===== src/rtl/core/sbhp_pkg.sv =====
// Shared types and constants for the selection buffer hit picker.
// No dependencies; every other file in rtl/core imports this package.
`timescale 1ns / 1ps

package sbhp_pkg;

  localparam int unsigned WORD_W  = 32;
  localparam int unsigned RANK_W  = 8;
  localparam int unsigned COUNT_W = 6;
  // Internal hit counter; saturates well above any rank or reported count.
  localparam int unsigned HIT_W   = 8;

  localparam logic [HIT_W-1:0]   HIT_MAX   = '1;
  localparam logic [COUNT_W-1:0] COUNT_MAX = '1;

  typedef enum logic [2:0] {
    PH_COUNT,
    PH_MIN,
    PH_MAX,
    PH_NAME,
    PH_SKIP
  } sbhp_phase_t;

  typedef struct packed {
    logic [WORD_W-1:0]        word;
    logic                     first_word;
    logic                     last_word;
    logic signed [RANK_W-1:0] rank;
  } sbhp_beat_t;

  typedef struct packed {
    logic [WORD_W-1:0]  selected_id;
    logic [COUNT_W-1:0] hit_count;
  } sbhp_result_t;

endpackage


===== src/rtl/core/sbhp_in_stage.sv =====
// Input register for the hit picker: holds one buffer beat until the
// parser takes it. Depends on sbhp_pkg.
`timescale 1ns / 1ps

module sbhp_in_stage import sbhp_pkg::*; (
  input  logic       clk,
  input  logic       rst_n,
  input  logic       in_valid,
  output logic       in_stall,
  input  sbhp_beat_t in_beat,
  input  logic       advance,
  output logic       beat_valid,
  output sbhp_beat_t beat
);

  logic       valid_r;
  sbhp_beat_t beat_r;

  // Hold a beat only while the parser cannot take it.
  assign in_stall   = valid_r && !advance;
  assign beat_valid = valid_r;
  assign beat       = beat_r;

  always_ff @(posedge clk) begin
    if (!rst_n) begin
      valid_r <= 1'b0;
    end else if (!in_stall) begin
      valid_r <= in_valid;
    end
  end

  always_ff @(posedge clk) begin
    if (in_valid && !in_stall) begin
      beat_r <= in_beat;
    end
  end

endmodule


===== src/rtl/core/sbhp_parse_core.sv =====
// Record parser and hit selection state for the hit picker.
// Depends on sbhp_pkg; one beat is parsed per go cycle.
`timescale 1ns / 1ps

module sbhp_parse_core import sbhp_pkg::*; #(
  parameter int unsigned BUFFER_WORDS = 128
) (
  input  logic         clk,
  input  logic         rst_n,
  input  logic         go,
  input  sbhp_beat_t   beat,
  output logic         res_valid,
  output sbhp_result_t res
);

  localparam int unsigned WIDX_W = $clog2(BUFFER_WORDS + 1);
  localparam logic [WIDX_W-1:0] WIDX_END = WIDX_W'(BUFFER_WORDS);

  sbhp_phase_t              phase_r, phase_nxt;
  logic [WIDX_W-1:0]        names_r, names_nxt;
  logic                     done_r, done_nxt;
  logic [HIT_W-1:0]         hits_r, hits_nxt;
  logic [WORD_W-1:0]        best_id_r, best_id_nxt;
  logic [WORD_W-1:0]        best_min_r, best_min_nxt;
  logic [WORD_W-1:0]        best_max_r, best_max_nxt;
  logic [WORD_W-1:0]        pend_id_r, pend_id_nxt;
  logic [WORD_W-1:0]        pend_min_r, pend_min_nxt;
  logic [WORD_W-1:0]        pend_max_r, pend_max_nxt;
  logic signed [RANK_W-1:0] rank_r, rank_nxt;
  logic [WIDX_W-1:0]        widx_r, widx_nxt;
  logic                     commit;
  logic [WORD_W-1:0]        count_m1;

  assign count_m1 = beat.word - WORD_W'(1);

  always_comb begin
    phase_nxt    = phase_r;
    names_nxt    = names_r;
    done_nxt     = done_r;
    hits_nxt     = hits_r;
    best_id_nxt  = best_id_r;
    best_min_nxt = best_min_r;
    best_max_nxt = best_max_r;
    pend_id_nxt  = pend_id_r;
    pend_min_nxt = pend_min_r;
    pend_max_nxt = pend_max_r;
    rank_nxt     = rank_r;
    widx_nxt     = widx_r;
    commit       = 1'b0;
    res_valid    = 1'b0;
    res          = '0;

    if (go) begin
      if (beat.first_word) begin
        phase_nxt    = PH_COUNT;
        names_nxt    = '0;
        done_nxt     = 1'b0;
        hits_nxt     = '0;
        best_id_nxt  = '0;
        best_min_nxt = '0;
        best_max_nxt = '0;
        pend_id_nxt  = '0;
        pend_min_nxt = '0;
        pend_max_nxt = '0;
        widx_nxt     = '0;
        rank_nxt     = beat.rank;
      end

      if (!done_nxt) begin
        if (widx_nxt < WIDX_END) begin
          unique case (phase_nxt)
            PH_COUNT: begin
              if (beat.word == '0) begin
                done_nxt = 1'b1;
              end else begin
                // A name run longer than the buffer never ends; clamp it.
                if (count_m1 >= WORD_W'(BUFFER_WORDS)) begin
                  names_nxt = WIDX_END;
                end else begin
                  names_nxt = count_m1[WIDX_W-1:0];
                end
                phase_nxt = PH_MIN;
              end
            end
            PH_MIN: begin
              pend_min_nxt = beat.word;
              phase_nxt    = PH_MAX;
            end
            PH_MAX: begin
              pend_max_nxt = beat.word;
              phase_nxt    = PH_NAME;
            end
            PH_NAME: begin
              pend_id_nxt = beat.word;
              if (names_nxt == '0) begin
                commit    = 1'b1;
                phase_nxt = PH_COUNT;
              end else begin
                phase_nxt = PH_SKIP;
              end
            end
            default: begin
              if (names_nxt != '0) begin
                names_nxt = names_nxt - WIDX_W'(1);
              end
              if (names_nxt == '0) begin
                commit    = 1'b1;
                phase_nxt = PH_COUNT;
              end
            end
          endcase
        end else begin
          done_nxt = 1'b1;
        end
      end

      if (commit) begin
        if (hits_nxt == '0) begin
          best_id_nxt  = pend_id_nxt;
          best_min_nxt = pend_min_nxt;
          best_max_nxt = pend_max_nxt;
        end else if (rank_nxt == '0 && pend_min_nxt < best_min_nxt) begin
          best_min_nxt = pend_min_nxt;
          best_id_nxt  = pend_id_nxt;
        end else if (rank_nxt[RANK_W-1] && pend_max_nxt > best_max_nxt) begin
          best_max_nxt = pend_max_nxt;
          best_id_nxt  = pend_id_nxt;
        end else if (!rank_nxt[RANK_W-1] && rank_nxt != '0 &&
                     {1'b0, hits_nxt} + (HIT_W+1)'(1) ==
                     (HIT_W+1)'($unsigned(rank_nxt))) begin
          best_id_nxt = pend_id_nxt;
        end
        if (hits_nxt != HIT_MAX) begin
          hits_nxt = hits_nxt + HIT_W'(1);
        end
      end

      if (widx_nxt != WIDX_END) begin
        widx_nxt = widx_nxt + WIDX_W'(1);
      end

      if (beat.last_word) begin
        res_valid       = 1'b1;
        res.selected_id = best_id_nxt;
        res.hit_count   = (hits_nxt > HIT_W'(COUNT_MAX)) ? COUNT_MAX
                                                         : hits_nxt[COUNT_W-1:0];
        done_nxt        = 1'b1;
      end
    end
  end

  always_ff @(posedge clk) begin
    if (!rst_n) begin
      phase_r    <= PH_COUNT;
      names_r    <= '0;
      done_r     <= 1'b0;
      hits_r     <= '0;
      best_id_r  <= '0;
      best_min_r <= '0;
      best_max_r <= '0;
      pend_id_r  <= '0;
      pend_min_r <= '0;
      pend_max_r <= '0;
      rank_r     <= '0;
      widx_r     <= '0;
    end else begin
      phase_r    <= phase_nxt;
      names_r    <= names_nxt;
      done_r     <= done_nxt;
      hits_r     <= hits_nxt;
      best_id_r  <= best_id_nxt;
      best_min_r <= best_min_nxt;
      best_max_r <= best_max_nxt;
      pend_id_r  <= pend_id_nxt;
      pend_min_r <= pend_min_nxt;
      pend_max_r <= pend_max_nxt;
      rank_r     <= rank_nxt;
      widx_r     <= widx_nxt;
    end
  end

`ifndef SYNTHESIS
  a_done_after_last: assert property (@(posedge clk) disable iff (!rst_n)
    go && beat.last_word |=> done_r)
    else $error("parser still active after the last beat");

  a_hits_monotonic: assert property (@(posedge clk) disable iff (!rst_n)
    !(go && beat.first_word) |=> hits_r >= $past(hits_r))
    else $error("hit count dropped without a new buffer");

  a_widx_bound: assert property (@(posedge clk) disable iff (!rst_n)
    widx_r <= WIDX_END)
    else $error("word index ran past the buffer size");
`endif

endmodule


===== src/rtl/core/sbhp_out_stage.sv =====
// Result register for the hit picker: holds one result beat until taken.
// Depends on sbhp_pkg.
`timescale 1ns / 1ps

module sbhp_out_stage import sbhp_pkg::*; (
  input  logic         clk,
  input  logic         rst_n,
  input  logic         res_valid,
  input  sbhp_result_t res,
  output logic         out_free,
  output logic         out_valid,
  input  logic         out_stall,
  output sbhp_result_t out_res
);

  logic         valid_r;
  sbhp_result_t res_r;

  assign out_free  = !valid_r || !out_stall;
  assign out_valid = valid_r;
  assign out_res   = res_r;

  always_ff @(posedge clk) begin
    if (!rst_n) begin
      valid_r <= 1'b0;
    end else if (res_valid) begin
      valid_r <= 1'b1;
    end else if (!out_stall) begin
      valid_r <= 1'b0;
    end
  end

  always_ff @(posedge clk) begin
    if (res_valid) begin
      res_r <= res;
    end
  end

endmodule


===== src/rtl/core/select_buffer_hit_picker.sv =====
// Top level of the selection buffer hit picker.
// Depends on sbhp_pkg, sbhp_in_stage, sbhp_parse_core and sbhp_out_stage.
//
//   channel  direction  handshake            beat
//   in_      input      in_valid / in_stall  word, first_word, last_word, rank
//   out_     output     out_valid / out_stall selected_id, hit_count
//
// One word per cycle unless stalled; a result passes the input register, then the result register.
// The parser computes all record state updates combinationally from the input register.
// Reset is synchronous, active low, and clears parse state to no hits.
// A stalled result blocks the input only when the next parsed beat is a last word.
`timescale 1ns / 1ps

module select_buffer_hit_picker import sbhp_pkg::*; #(
  parameter int unsigned BUFFER_WORDS = 128
) (
  input  logic                     clk,
  input  logic                     rst_n,
  input  logic                     in_valid,
  output logic                     in_stall,
  input  logic [WORD_W-1:0]        in_word,
  input  logic                     in_first_word,
  input  logic                     in_last_word,
  input  logic signed [RANK_W-1:0] in_rank,
  output logic                     out_valid,
  input  logic                     out_stall,
  output logic [WORD_W-1:0]        out_selected_id,
  output logic [COUNT_W-1:0]       out_hit_count
);

  sbhp_beat_t   in_beat;
  sbhp_beat_t   beat;
  logic         beat_valid;
  logic         advance;
  logic         go;
  logic         out_free;
  logic         res_valid;
  sbhp_result_t res;
  sbhp_result_t out_res;

  assign in_beat.word       = in_word;
  assign in_beat.first_word = in_first_word;
  assign in_beat.last_word  = in_last_word;
  assign in_beat.rank       = in_rank;

  // A beat that makes a result needs a free result slot.
  assign advance = !beat.last_word || out_free;
  assign go      = beat_valid && advance;

  sbhp_in_stage u_in (
    .clk        (clk),
    .rst_n      (rst_n),
    .in_valid   (in_valid),
    .in_stall   (in_stall),
    .in_beat    (in_beat),
    .advance    (advance),
    .beat_valid (beat_valid),
    .beat       (beat)
  );

  sbhp_parse_core #(
    .BUFFER_WORDS (BUFFER_WORDS)
  ) u_parse (
    .clk       (clk),
    .rst_n     (rst_n),
    .go        (go),
    .beat      (beat),
    .res_valid (res_valid),
    .res       (res)
  );

  sbhp_out_stage u_out (
    .clk       (clk),
    .rst_n     (rst_n),
    .res_valid (res_valid),
    .res       (res),
    .out_free  (out_free),
    .out_valid (out_valid),
    .out_stall (out_stall),
    .out_res   (out_res)
  );

  assign out_selected_id = out_res.selected_id;
  assign out_hit_count   = out_res.hit_count;

`ifndef SYNTHESIS
  a_stall_needs_beat: assert property (@(posedge clk) disable iff (!rst_n)
    in_stall |-> beat_valid && beat.last_word && out_valid)
    else $error("input stalled without a blocked last beat");
`endif

endmodule

===== config.mk =====
export PLATFORM = sky130hd
export DESIGN_NAME = select_buffer_hit_picker
export DESIGN_NICKNAME = d
export VERILOG_FILES = /design/src/rtl/core/sbhp_pkg.sv /design/src/rtl/core/sbhp_in_stage.sv /design/src/rtl/core/sbhp_parse_core.sv /design/src/rtl/core/sbhp_out_stage.sv /design/src/rtl/core/select_buffer_hit_picker.sv
export SDC_FILE = /design/constraint.sdc
export NUM_CORES = 1
export LEC_CHECK = 0
export BUFFER_PORTS_ARGS = -buffer_cell sky130_fd_sc_hd__buf_4
export CORE_ASPECT_RATIO = 0.9
export CORE_MARGIN = 2
export CORE_UTILIZATION = 60
export CTS_CLUSTER_DIAMETER = 200
export DETAILED_ROUTE_END_ITERATION = 10
export PLACE_DENSITY = 0.78
export SKIP_LAST_GASP = 1
export SYNTH_ARGS = -nofsm -noshare
export SYNTH_HDL_FRONTEND = slang
export SYNTH_HIERARCHICAL = 1
export SYNTH_SLANG_ARGS = --single-unit

===== constraint.sdc =====
create_clock -name clk -period 5.5 [get_ports clk]
set_input_delay 0.55 -clock clk [delete_from_list [all_inputs] [get_ports clk]]
set_output_delay 0.55 -clock clk [all_outputs]
set_load 0.01 [all_outputs]

### Word-level counts from Yosys, hierarchy flattened

Cells that the tools add are included.

| cells by class | value |
|---|---|
| equality and inequality tests | 7 |
| reduce and logical (&&, ||, !) cells | 27 |
| add/subtract/negate cells | 5 |
| muxes and demuxes | 79 |
| magnitude comparators | 5 |

Operators by type and width:

| cell | number |
|---|---|
| two-way mux 32 bit | 31 |
| two-way mux 8 bit | 21 |
| >= comparator 32 x 8 -> 1 bit, second input constant | 1 |
| > comparator 32 bit | 1 |
| logical NOT 32 bit | 1 |
| logical NOT 8 bit | 4 |
| < comparator 32 bit | 1 |
| subtractor 32 x 1 -> 32 bit, second input constant | 1 |
| two-way mux 3 bit | 7 |
| adder 8 x 1 -> 8 bit, second input constant | 2 |
| two-way mux 1 bit | 16 |
| != test 8 bit, second input constant | 2 |
| one-hot mux 8 bit (2 select lines) | 1 |
| nonzero test 8 bit | 2 |
| one-hot mux 3 bit (4 select lines) | 1 |
| adder 8 x 1 -> 9 bit, second input constant | 1 |
| equality test 9 x 8 -> 1 bit | 1 |
| > comparator 8 x 6 -> 1 bit, second input constant | 1 |
| < comparator 8 bit, second input constant | 1 |
| subtractor 8 x 1 -> 8 bit, second input constant | 1 |
| logical AND 1 bit | 7 |
| equality test 3 x 2 -> 1 bit, second input constant | 2 |
| logical NOT 1 bit | 6 |
| two-way mux 6 bit | 1 |
| other kinds (8) | 10 |

| word-level totals | value |
|---|---|
| output and inout port bits | 40 |
| register bits | 310 |
| bits of input ports | 46 |
| logic and storage cells | 143 |

### Depth between registers and ports, before layout

Gate-level depths: netlist of run 1.

| logic depth | value |
|---|---|
| word-level depth | 21 |
| mapped depth | 20 |
| depth with buffers taken out | 14 |

### Hierarchy

The synthesis of run 1 kept the hierarchy.

Modules (own cells, without submodules):

| module | cells an instance | area an instance (um^2) | times used |
|---|---|---|---|
| sbhp_parse_core | 1800 | 14151.1 | 1 |
| sbhp_in_stage | 46 | 1308.8 | 1 |
| sbhp_out_stage | 42 | 1176.1 | 1 |
| select_buffer_hit_picker | 2 | 22.5 | 1 |

### Worst setup path before layout of run 1

Ideal clock, no wire load.

| timing | value |
|---|---|
| path kind | register to register |
| from | register u_in.beat_r (netlist bit u_in/beat[9]) |
| to | register u_out.res_r (netlist bit u_out/out_res[35]), data pin |
| cell stages (with the launch flop) | 20 |
| setup time | 0.267 ns |
| required time | 5.233 ns |
| buffers on the path | 6 |
| arrival time | 4.103 ns |
| period minus slack after synthesis | 4.369 ns |
| path slack | 1.131 ns |
| cell sequence | edfxtp_1 buf_6 buf_6 buf_6 nor3_1 and3_1 clkbuf_1 buf_1 nor3b_1 a21oi_1 inv_1 ha_1 a211oi_1 nor2_1 or3_1 o31a_1 a2bb2oi_2 o31ai_2 buf_2 a211oi_1 |

| on the way | value |
|---|---|
| word-level cells in the longest chain between the ends | 15 |
| elaborated cells between the ends (all ways) | 69 |
| classes of those cells | add/sub: 2; order compare: 3; eq/ne: 4; mux: 47; reduce/logical: 13 |

Ends and longest elaborated chain:

| what | RTL line | RTL |
|---|---|---|
| start, declared | sbhp_in_stage.sv:17 | `sbhp_beat_t beat_r;` |
| start signal, assigned | sbhp_in_stage.sv:34 | `beat_r <= in_beat;` |
| parallel branches: the longest is 14 deep, another holds > comparator 32 bit | -- |  |
| two-way mux 32 bit * | sbhp_parse_core.sv:117 | `if (commit) begin` |
| end signal, assigned | sbhp_out_stage.sv:35 | `res_r <= res;` |
| end, declared | sbhp_out_stage.sv:17 | `sbhp_result_t res_r;` |

Mark *: on every way between the ends. The select of a mux whose other input is x is not followed.
A chain may end at the register's enable or synchronous reset.

### Worst setup path in the final report of run 1

| timing | value |
|---|---|
| from | register u_in.beat_r (netlist bit u_in/beat[9]) |
| to | register u_parse.best_max_r[11] |

| on the way | value |
|---|---|
| word-level cells in the longest chain between the ends | 15 |
| elaborated cells between the ends (all ways) | 57 |
| classes of those cells | add/sub: 1; order compare: 3; eq/ne: 3; mux: 41; reduce/logical: 9 |

Ends and longest elaborated chain:

| what | RTL line | RTL |
|---|---|---|
| parallel branches: the longest is 14 deep, another holds > comparator 32 bit | -- |  |
| two-way mux 32 bit * | sbhp_parse_core.sv:117 |  |
| end signal, assigned | sbhp_parse_core.sv:173 | `best_max_r <= best_max_nxt;` |
| end, declared | sbhp_parse_core.sv:25 | `logic [WORD_W-1:0] best_max_r, best_max_nxt;` |

Marks and branches as above.

==> results.ini, run 1 <==
[power_and_ir_drop]
clock_power_share = 0.437
ir_worst_vdd_uv = 363.9
p_seq_frac = 0.454
pwr-share-comb = 0.110
power_density_nw_per_um2 = 296.1
p_leak_nw = 7.502
switchingPower_mw = 1.404
p_int_mw = 4.099
p_sw_frac = 0.2551

[setup_path]
r2r-start = u_in/beat[9]
critPathMaxStageDelay_ns = 0.80
cp-start-kind = flop
critPathArrivalTime_ns = 4.96
end_kind = flop
cp_max_fo = 33
crit_type = reg -> reg
critPathRequiredTime_ns = 5.92
regToRegSetupSlack_ns = 0.96
r2r_end = u_parse/best_max_r[11]
reg2regPathDepth = 11
path_cells = buf_4 -> inv_2 -> nand2_1 -> ha_1 -> nor3b_1 -> a211oi_1 -> nor4b_2 -> o211ai_1 -> o22a_1 -> nand3b_2 -> o2bb2ai_1
cp_slowest_cell = nand3b_2

[floorplanning]
rows = 57
fp.dieH_um = 162.1
core_um2 = 27170
die_w_um = 179.6
die-area_um2 = 29120
initial_core_util = 0.6131
pin_count = 86

[grt]
grtUsageTotal = 0.3023
grt-ovfl-total = 0
grt_pass1_vias = 13760
grt_pass1_wl_mm = 73.08
antenna_found_initial = 1
grt_max_degree = 97

[final_layout]
fillers = 2132
areaGrowthSynthToFinish_pct = 11.57
final_core_util = 0.6840
final_nets = 2005
final_layout_size_suffix_gt1_frac = 0.1238
regArea_um2 = 7007
multi_input_area_um2 = 8707
n_antenna_cell = 0

[timing]
skew_ns = 0.01404
hold_viol_final = 0
setup_viol = 0
fin_crit_sh = 0.8246
setup_tns_ns = 0
slew_viol_final = 0
rsz0062_at_grt = no
worst_slew_pin_slew_ns = 1.062
fin_crit_ns = 4.535
fmax_mhz = 220.5
slew_headroom = 0.2895

[clock_network]
cts_resized = 0
clkSinkCount = 310
cts_setup_buffers = 0
clk_latency_ns = 0.52
cts_root_buf = clkbuf_16
ctsLongestPathBuffers = 3
cts_hold_buffers = 0
numCtsBuffers = 34
cts_tree = built
htreeDepth = 2
clk_pin_slew_ns = 0.06

[route]
drt_iter0_drc = 1636
drc = 0
vias_per_cell = 6.436
wl_mm = 44.63
drt_first_pass_iters = 6
wl_per_cell_um = 19.68
vias = 14600
antenna_left = 0

[yosys]
ys_seq_area_frac = 0.4206
ys_ff_latch = 310
post-synth-top-area-cell = dfxtp_1
syn_area_per_cell_um2 = 8.814
synth_nets = 2006
synth_area_um2 = 16660
synth_common_cells = 256 x nand2_1, 230 x dfxtp_1, 183 x nor2_1, 106 x clkbuf_1, 81 x a21oi_1
synth_edf_count = 80
synth_cell_types = 92
synthArstFlopShare = 0
ys_warn_count = 6
synth_most_common_cell = nand2_1
synth_area_leaders = dfxtp_1 28%, edfxtp_1 14%, nand2_1 5.8%
synth.top_cell.area_share = 0.2764
ys.flop_type = dfxtp_1
synthCells = 1890

[hold_path]
hold-path-endpoint = u_in/beat[21]
hp-class = in -> reg
hold_depth = 1
worstHoldStart = in_word[11]

[run_status]
outcome = complete, no violations

[placed_design]
io_buffers = 85
gp_congestion = 0.8796
place_hpwl_mm = 28.26

[flow_run]
max-cap-violations = 0

[worst max-delay path by stage]
stage	from	to	depth (start not counted)
global route	u_parse/widx_r[7]	u_parse/best_id_r[18]	15
finish	u_in/beat[9]	u_parse/best_max_r[11]	11
floorplan	u_in/beat[9]	u_out/out_res[35]	19
global placement	u_parse/widx_r[7]	u_parse/best_id_r[21]	16
CTS	u_in/beat[9]	u_parse/best_max_r[11]	11
detailed placement	u_parse/widx_r[7]	u_parse/best_id_r[18]	16
[power by group through the flow]
| stage | Sequential (mW) | Combinational [mW] | Clock, mW |
|---|---|---|---|
| after floorplan | 2.51 | 0.429 | 0 |
| after detailed placement | 2.54 | 0.589 | 0 |
| after global placement | 2.54 | 0.572 | 0 |
| after CTS | 2.49 | 0.594 | 2.43 |
| after global routing | 2.50 | 0.663 | 2.53 |
| final | 2.50 | 0.604 | 2.40 |
[critical path: cells and delay by family, from the launching register on]
kind / cells / cell delay [ns]
compound gates: 4 / 1.12
simple gates: 4 / 1.74
flops: 1 / 0.41
buf+inv: 2 / 0.72
fa+ha+maj: 1 / 0.44
[area by class of cell]
class,count,share of cell area
clock buffer,44,0.05123
clock inverter,17,0.01131
inverter,82,0.01663
multi-input combinational,1340,0.4685
sequential,310,0.3770
tap,354,0.02383
timing repair buffer,121,0.05157
[cell families after synthesis]
kind of cell             count (synthesis)  share of synthesized area
AND/OR/NAND/NOR                        754                     0.2199
buffers and inverters                  240                    0.06151
flip-flops                             310                     0.4206
adder cells (fa/ha/maj)                 70                    0.05258
multiplexers                            37                    0.02223
XOR/XNOR                                29                    0.01525
AO/OA/AOI/OAI                          450                     0.2079
[layout by cell type, fill, tap and decap left out, types with 6 or more instances in the layout]
cell type	count
nand2_1	256
dfxtp_1	230
nor2_1	182
buf_4	117
edfxtp_1	80
a21oi_1	80
inv_1	78
nand3_1	78
a211oi_1	76
ha_1	70
nor3_1	44
a21o_1	41
clkbuf_16	37
nor3b_1	37
mux2i_1	37
and3_1	36
or4_1	36
o21ai_0	33
o2bb2ai_1	33
a22oi_1	30
o22ai_2	30
nand4_1	23
xnor2_1	22
o311ai_1	21
nor4_1	12
o31ai_1	10
o311ai_0	10
nor2b_1	9
clkbuf_1	7
o21a_1	7
xor2_1	7
o211ai_1	7
a31oi_1	7
clkinv_2	6
[state kept, by name (all words and copies together) (netlist names), 32 cells and up]
signal	cells
u_in/beat	42
u_out/out_res	38
u_parse/best_id_r	32
u_parse/best_max_r	32
u_parse/best_min_r	32
u_parse/pend_id_r	32
u_parse/pend_max_r	32
u_parse/pend_min_r	32
[per-layer routing]
| metal | routed length (um) | global-route usage | vias to the layer above |
|---|---|---|---|
| met4 | 1047 | 0.09239 | 0 |
| met5 | 0 | 0 | - |
| met2 | 21050 | 0.4983 | 608 |
| met1 | 19190 | 0.4107 | 7003 |
| li1 | - | - | 6894 |
| met3 | 3342 | 0.04910 | 91 |
[through the flow]
stage	area [um2]	setup slack, ns	power, mW	hold slack, ns	std cells
after floorplan	16660	1.131	2.938	0.4247	1890
after global placement	17420	1.276	3.113	0.4376	2207
after detailed placement	17420	1.130	3.131	0.4462	2207
after CTS	18590	1.086	5.522	0.1895	2268
after global routing	18590	0.5736	5.692	0.1908	2268
final	18590	0.9646	5.503	0.2068	2268
Note: power is estimated with default switching activity, not from simulation.
==> run 2, diff against run 1 <==
--- a/config.mk
+++ b/config.mk
@@ -8,10 +8,10 @@
 export BUFFER_PORTS_ARGS = -buffer_cell sky130_fd_sc_hd__buf_4
 export CORE_ASPECT_RATIO = 0.9
 export CORE_MARGIN = 2
-export CORE_UTILIZATION = 60
+export CORE_UTILIZATION = 56
 export CTS_CLUSTER_DIAMETER = 200
 export DETAILED_ROUTE_END_ITERATION = 10
-export PLACE_DENSITY = 0.78
+export PLACE_DENSITY = 0.77
 export SKIP_LAST_GASP = 1
 export SYNTH_ARGS = -nofsm -noshare
 export SYNTH_HDL_FRONTEND = slang
==> constraint.sdc (replaced) <==
create_clock -name clk -period 4 [get_ports clk]
set_input_delay 0.4 -clock clk [delete_from_list [all_inputs] [get_ports clk]]
set_output_delay 0.4 -clock clk [all_outputs]
set_load 0.01 [all_outputs]
==> run 2 against run 1 <==
Net effect:
- first-iteration DRC count rose by 2.3%
- clock power up 27%
- the run now ends with setup timing left
- highest routed layer unchanged
- power up 36%
==> results.ini, run 2 (synthesis results as in run 1) <==
[grt]
antenna_found_initial = 0  ; -1
grtUsageTotal = 0.2939  ; -0.008377
grt_pass1_wl_mm = 74.21  ; +1.5%
grt_max_degree = 97  ; unchanged
grt_pass1_vias = 14160  ; +2.9%
grt-ovfl-total = 0  ; unchanged

[timing]
slew_viol_final = 0  ; unchanged
skew_ns = 0.02176  ; +0.007719 ns
worst_slew_pin_slew_ns = 1.042  ; -0.01955 ns
fin_crit_ns = 4.021  ; -0.5147 ns
timing.final.ws_setup_ns = -0.02062  ; -0.9853 ns
fmax_mhz = 248.7  ; +13%
hold_viol_final = 0  ; unchanged
setup_tns_ns = -0.1355  ; -0.1355 ns
rsz0062_at_grt = yes
slew_headroom = 0.3051  ; +0.01565
setup_viol = 19  ; +19
fin_crit_sh = 1.005  ; +0.1805

[floorplanning]
core_um2 = 29090  ; +7.0%
initial_core_util = 0.5727  ; -0.04032
die-area_um2 = 31150  ; +7.0%
rows = 59  ; +3.5%
fp.dieH_um = 167.6  ; +3.4%
die_w_um = 185.8  ; +3.4%
pin_count = 86  ; unchanged

[power_and_ir_drop]
p_leak_nw = 8.034  ; +7.1%
power_density_nw_per_um2 = 378.1  ; +28%
ir_worst_vdd_uv = 338.7  ; -6.9%
p_total_mw = 7.461  ; +36%

[clock_network]
clk_pin_slew_ns = 0.06  ; about the same
cts_tree = built
htreeDepth = 2  ; unchanged
ctsLongestPathBuffers = 3  ; unchanged
numCtsBuffers = 35  ; +2.9%
clk_latency_ns = 0.53  ; about the same
cts_hold_buffers = 0  ; unchanged
cts_root_buf = clkbuf_16
clkSinkCount = 310  ; unchanged

[route]
wl_met2_mm = 22.62  ; +7.4%
wl_mm = 48.40  ; +8.4%
vias_per_cell = 6.316  ; -1.9%
vias = 15270  ; +4.6%
met1_length_mm = 20.33  ; +5.9%
drt_iter0_drc = 1673  ; +2.3%
wl_met3_mm = 3.992  ; +19%
drc = 0  ; unchanged
wl_per_cell_um = 20.02  ; +1.8%
antenna_left = 0  ; unchanged
highest_layer = met4
drt_first_pass_iters = 9  ; +3

[setup_path]
r2r-start = u_in/beat[9]
crit_type = reg -> reg
reg2regPathDepth = 20  ; +9
end_kind = flop
critPathArrivalTime_ns = 4.49  ; -0.47 ns
regToRegSetupSlack_ns = -0.02  ; -0.99 ns
r2r_end = u_parse/best_id_r[18]
critPathRequiredTime_ns = 4.47  ; -1.45 ns
cp-start-kind = flop
cp_max_fo = 33  ; unchanged

[hold_path]
hold_depth = 1  ; unchanged
hp-class = in -> reg
worstHoldStart = in_word[19]
hold-path-endpoint = u_in/beat[29]

[final_layout]
final_nets = 2110  ; +5.2%
layout_common_cells = 255 x nand2_1, 229 x dfxtp_1, 201 x buf_4
n_antenna_cell = 0  ; unchanged
final_core_util = 0.6784  ; -0.005587
largest_reg_flops = 42  ; unchanged
design_area_um2 = 19730  ; +6.2%
fin_cells = 2417  ; +6.6%
areaGrowthSynthToFinish_pct = 18.45
final_layout_size_suffix_gt1_frac = 0.1836  ; +0.05975
final_common_cell = nand2_1

[placed_design]
dp.cells = 2329  ; +5.5%
gp_congestion = 0.9160  ; +4.1%
place_hpwl_mm = 30.21  ; +6.9%
io_buffers = 85  ; unchanged
placedInstanceArea_um2 = 18190  ; +4.4%

[flow_run]
max-cap-violations = 0  ; unchanged

[run_status]
outcome = finished, violations left
violations = setup timing

==> run 2: changes by cell type in the layout (fill, tap and decap cells not counted), sizes merged <==
cell      previous run  this run
clkinvlp             1         2
bufinv               5         0
clkinv              11        14
buf                121       220
and3                37        38
inv                 82        83
clkbuf              44        51
==> run 2: layout make-up <==
cell class                      count  area, um2
Fill cell                        2366       9353
Multi-Input combinational cell   1341       8914
Sequential cell                   310       7008
Timing Repair Buffer              224       1928
Clock buffer                       47      973.4
Tap cell                          396      495.5
Inverter                           82      309.0
Clock inverter                     17      105.1
==> run 2: report_power, final <==
part	total [mW]	leakage [nW]	internal, mW	switching (mW)
sequential	3.44	2.61	3.33	0.111
combinational	0.978	4.91	0.393	0.584
clock	3.05	0.523	1.73	1.32
total	7.46	8.03	5.44	2.02
==> run 2: worst max-delay path: stages (launching register included) <==
cell and delay (ns):
edfxtp_1 0.45, buf_6 0.17, nor2_4 0.12, nand2_2 0.08
nor4_4 0.28, buf_6 0.19, buf_4 0.12, nor3b_1 0.04
a21oi_1 0.16, inv_1 0.09, ha_4 0.29, nand4_1 0.15
a2111oi_2 0.23, o31ai_1 0.14, o211ai_1 0.21, a2111oi_4 0.14
buf_4 0.19, buf_4 0.14, buf_12 0.16, or4_1 0.52
nand3_1 0.10
==> run 2: repair_timing <==
action,4_1_cts,5_1_grt
setup buffers,0,19
resized for setup,0,53
endpoints found under the setup margin,0,128
==> run 2: how the worst max path moves through the flow <==
stage	cells after the start	start	end	slack, ns
2_1_floorplan	19	u_in/beat[9]	u_out/out_res[13]	-0.03
3_3_place_gp	16	u_parse/phase_r[1]	u_parse/best_id_r[5]	0.08
3_5_place_dp	18	u_in/beat[9]	u_out/out_res[27]	0.03
4_1_cts	15	u_parse/phase_r[1]	u_parse/best_id_r[10]	0.04
5_1_grt	16	u_in/beat[9]	u_out/out_res[14]	-0.15
6_report	20	u_in/beat[9]	u_parse/best_id_r[18]	-0.02
==> run 2: metal layers <==
| metal | vias to the layer above | track usage |
|---|---|---|
| li1 | 7100 | - |
| met5 | - | 0 |
| met2 | 736 | 0.4733 |
| met4 | 0 | 0.1099 |
| met3 | 113 | 0.04023 |
| met1 | 7316 | 0.4020 |
==> run 2: through the flow <==
| stage | setup WS (ns) | hold slack, ns |
|---|---|---|
| after floorplan | -0.03277 | 0.4247 |
| after global placement | 0.08460 | 0.4412 |
| after detailed placement | 0.02745 | 0.4462 |
| after CTS | 0.04031 | 0.03706 |
| after global routing | -0.1480 | 0.03973 |
| final | -0.02062 | 0.04506 |
==> run 3, diff against run 2 <==
--- a/config.mk
+++ b/config.mk
@@ -12,6 +12,7 @@
 export CTS_CLUSTER_DIAMETER = 200
 export DETAILED_ROUTE_END_ITERATION = 10
 export PLACE_DENSITY = 0.77
+export SETUP_SLACK_MARGIN = 0.15
 export SKIP_LAST_GASP = 1
 export SYNTH_ARGS = -nofsm -noshare
 export SYNTH_HDL_FRONTEND = slang
==> run 3 against run 2 <==
Net effect:
- the flow now finishes without violations
- power fell by 0.12%
- utilization rose by 2.3 points
- non-clock buffer count rose by 1
- final cell count fell by 0.12%
- clock power fell by 3%
- first-iteration DRC count rose by 29%
- clock skew rose by 0.0062 ns
- combinational power rose by 7%
- fmax rose by 1.3%
==> results.ini, run 3 (synthesis results as in run 1) <==
[setup_path]
crit_type = reg -> reg
critPathArrivalTime_ns = 4.37  ; -0.12 ns
r2r_end = u_parse/best_min_r[25]
cp-start-kind = flop
critPathRequiredTime_ns = 4.40  ; -0.07 ns
r2r-start = u_in/beat[9]
regToRegSetupSlack_ns = 0.03  ; +0.05 ns
end_kind = flop
reg2regPathDepth = 17  ; -15%
cp_max_fo = 20  ; -39%

[clock_network]
htreeDepth = 2  ; unchanged
clk_latency_ns = 0.52  ; about the same
cts_hold_buffers = 0  ; unchanged
numCtsBuffers = 34  ; -2.9%
clk_pin_slew_ns = 0.06  ; about the same
cts_tree = built
cts_root_buf = clkbuf_16
ctsLongestPathBuffers = 3  ; unchanged
clkSinkCount = 310  ; unchanged

[placed_design]
gp_congestion = 0.9177  ; +0.19%
dpl_worst_slack_ns = -0.1502  ; -0.1776 ns
place_hpwl_mm = 30.46  ; +0.82%
placedInstanceArea_um2 = 17970  ; -1.2%
io_buffers = 85  ; unchanged

[final_layout]
fillers = 2132  ; -9.9%
final_nets = 2109  ; -0.047%
areaGrowthSynthToFinish_pct = 22.43
layout_common_cells = 255 x nand2_1, 228 x dfxtp_1, 181 x nor2_1
largest_reg_flops = 42  ; unchanged
design_area_um2 = 20390  ; +3.4%
n_antenna_cell = 0  ; unchanged
final_core_util = 0.7012  ; +0.02276
multi_input_area_um2 = 9195  ; +3.2%
final_common_cell = nand2_1
regArea_um2 = 7009  ; about the same
final_layout_size_suffix_gt1_frac = 0.2052  ; +0.02158

[route]
wl_mm = 52.51  ; +8.5%
wl_per_cell_um = 21.75  ; +8.6%
drc = 0  ; unchanged
antenna_left = 0  ; unchanged
drt_first_pass_iters = 6  ; -3
vias = 15650  ; +2.5%
vias_per_cell = 6.483  ; +2.7%
drt_iter0_drc = 2165  ; +29%

[timing]
fin_crit_ns = 3.967  ; -0.05314 ns
timing.final.ws_setup_ns = 0.03252  ; +0.05314 ns
skew_ns = 0.02796  ; +0.006206 ns
setup_viol = 0  ; -19
setup_tns_ns = 0  ; +0.1355 ns
fmax_mhz = 252.0  ; +1.3%
slew_headroom = 0.1972  ; -0.1079
holdWs_ns = 0.06037  ; +0.01531 ns
hold_viol_final = 0  ; unchanged
fin_crit_sh = 0.9919  ; -0.01328
slew_viol_final = 0  ; unchanged
rsz0062_at_grt = yes
worst_slew_pin_slew_ns = 1.204  ; +0.1618 ns

[hold_path]
hold-path-endpoint = u_in/beat[40]
worstHoldStart = in_word[30]
hold_depth = 1  ; unchanged
hp-class = in -> reg

[power_and_ir_drop]
power_density_nw_per_um2 = 365.4  ; -3.4%
ir_worst_vdd_uv = 315.1  ; -6.9%
p_leak_nw = 8.241  ; +2.6%

[grt]
antenna_found_initial = 0  ; unchanged
grt_pass1_vias = 14240  ; +0.51%
grt_pass1_wl_mm = 76.75  ; +3.4%
grt-ovfl-total = 0  ; unchanged
grtUsageTotal = 0.3096  ; +0.01571
grt_max_degree = 111  ; +14%

[flow_run]
max-cap-violations = 0  ; unchanged

[floorplanning]
fp.dieH_um = 167.6  ; unchanged
pin_count = 86  ; unchanged
initial_core_util = 0.5727  ; unchanged
die-area_um2 = 31150  ; unchanged
die_w_um = 185.8  ; unchanged
rows = 59  ; unchanged
core_um2 = 29090  ; unchanged

[run_status]
outcome = complete, no violations

==> run 3: cell count changes in the layout (fill, tap and decap cells not counted), moves of 5 or more <==
cell	change
a21oi_2	+9
ha_1	-7
a22oi_1	-10
a21oi_1	-12
buf_12	+5
a22oi_2	+10
buf_4	-26
buf_6	+5
buf_16	+5
clkbuf_16	+9
==> run 3: final cells by class <==
type                       instances  area share
tap                              396     0.02429
sequential                       310      0.3437
inverter                          82     0.01528
clock buffer                      51     0.04736
timing repair buffer             225      0.1157
multi-input combinational       1340      0.4509
clock inverter                    10    0.002822
==> run 3: per-layer routing <==
metal | GRT usage | vias to the layer above | wire [um]
met5 | 0 | - | 0
met4 | 0.1321 | 0 | 2536
met3 | 0.04850 | 168 | 5203
met2 | 0.4692 | 926 | 23090
met1 | 0.4380 | 7420 | 21680
li1 | - | 7137 | -
==> run 3: how the worst max path moves through the flow <==
stage                             end          from  depth (start not counted)  slack, ns
2_1_floorplan       u_out/out_res[24]  u_in/beat[9]                         19       0.13
3_3_place_gp    u_parse/best_max_r[1]  u_in/beat[9]                         16      -0.02
3_5_place_dp   u_parse/best_max_r[16]  u_in/beat[9]                         16      -0.15
4_1_cts              u_out/out_res[8]  u_in/beat[9]                         19       0.15
5_1_grt             u_out/out_res[32]  u_in/beat[9]                         19       -0.1
6_report       u_parse/best_min_r[25]  u_in/beat[9]                         17       0.03
==> run 3: what timing repair did <==
item	CTS	global route
pin swaps	9	16
setup endpoints to repair	109	135
gates resized for setup	40	69
setup buffers	20	18
gates cloned	6	16
==> run 3: per-stage QoR <==
step,std cells,total power [mW]
3_3_place_gp,2293,4.350
5_1_grt,2414,7.676
3_5_place_dp,2293,4.373
6_report,2414,7.452
2_1_floorplan,1890,4.052
4_1_cts,2380,7.358
==> run 3: critical path, cell delays in order (launching register included) <==
cell	delay, ns
edfxtp_1	0.45
buf_4	0.20
buf_16	0.18
a21oi_4	0.06
buf_12	0.17
a22oi_2	0.19
inv_1	0.08
ha_1	0.33
a21o_1	0.20
a21o_1	0.17
a21oi_1	0.18
o211ai_1	0.22
buf_4	0.20
a2111o_1	0.43
buf_6	0.15
a21oi_4	0.27
clkbuf_16	0.28
o22ai_2	0.08
==> run 3: where the power goes <==
part / internal, mW / switching (mW)
logic: 0.437 / 0.616
registers: 3.33 / 0.119
clock network: 1.68 / 1.28
total: 5.44 / 2.01
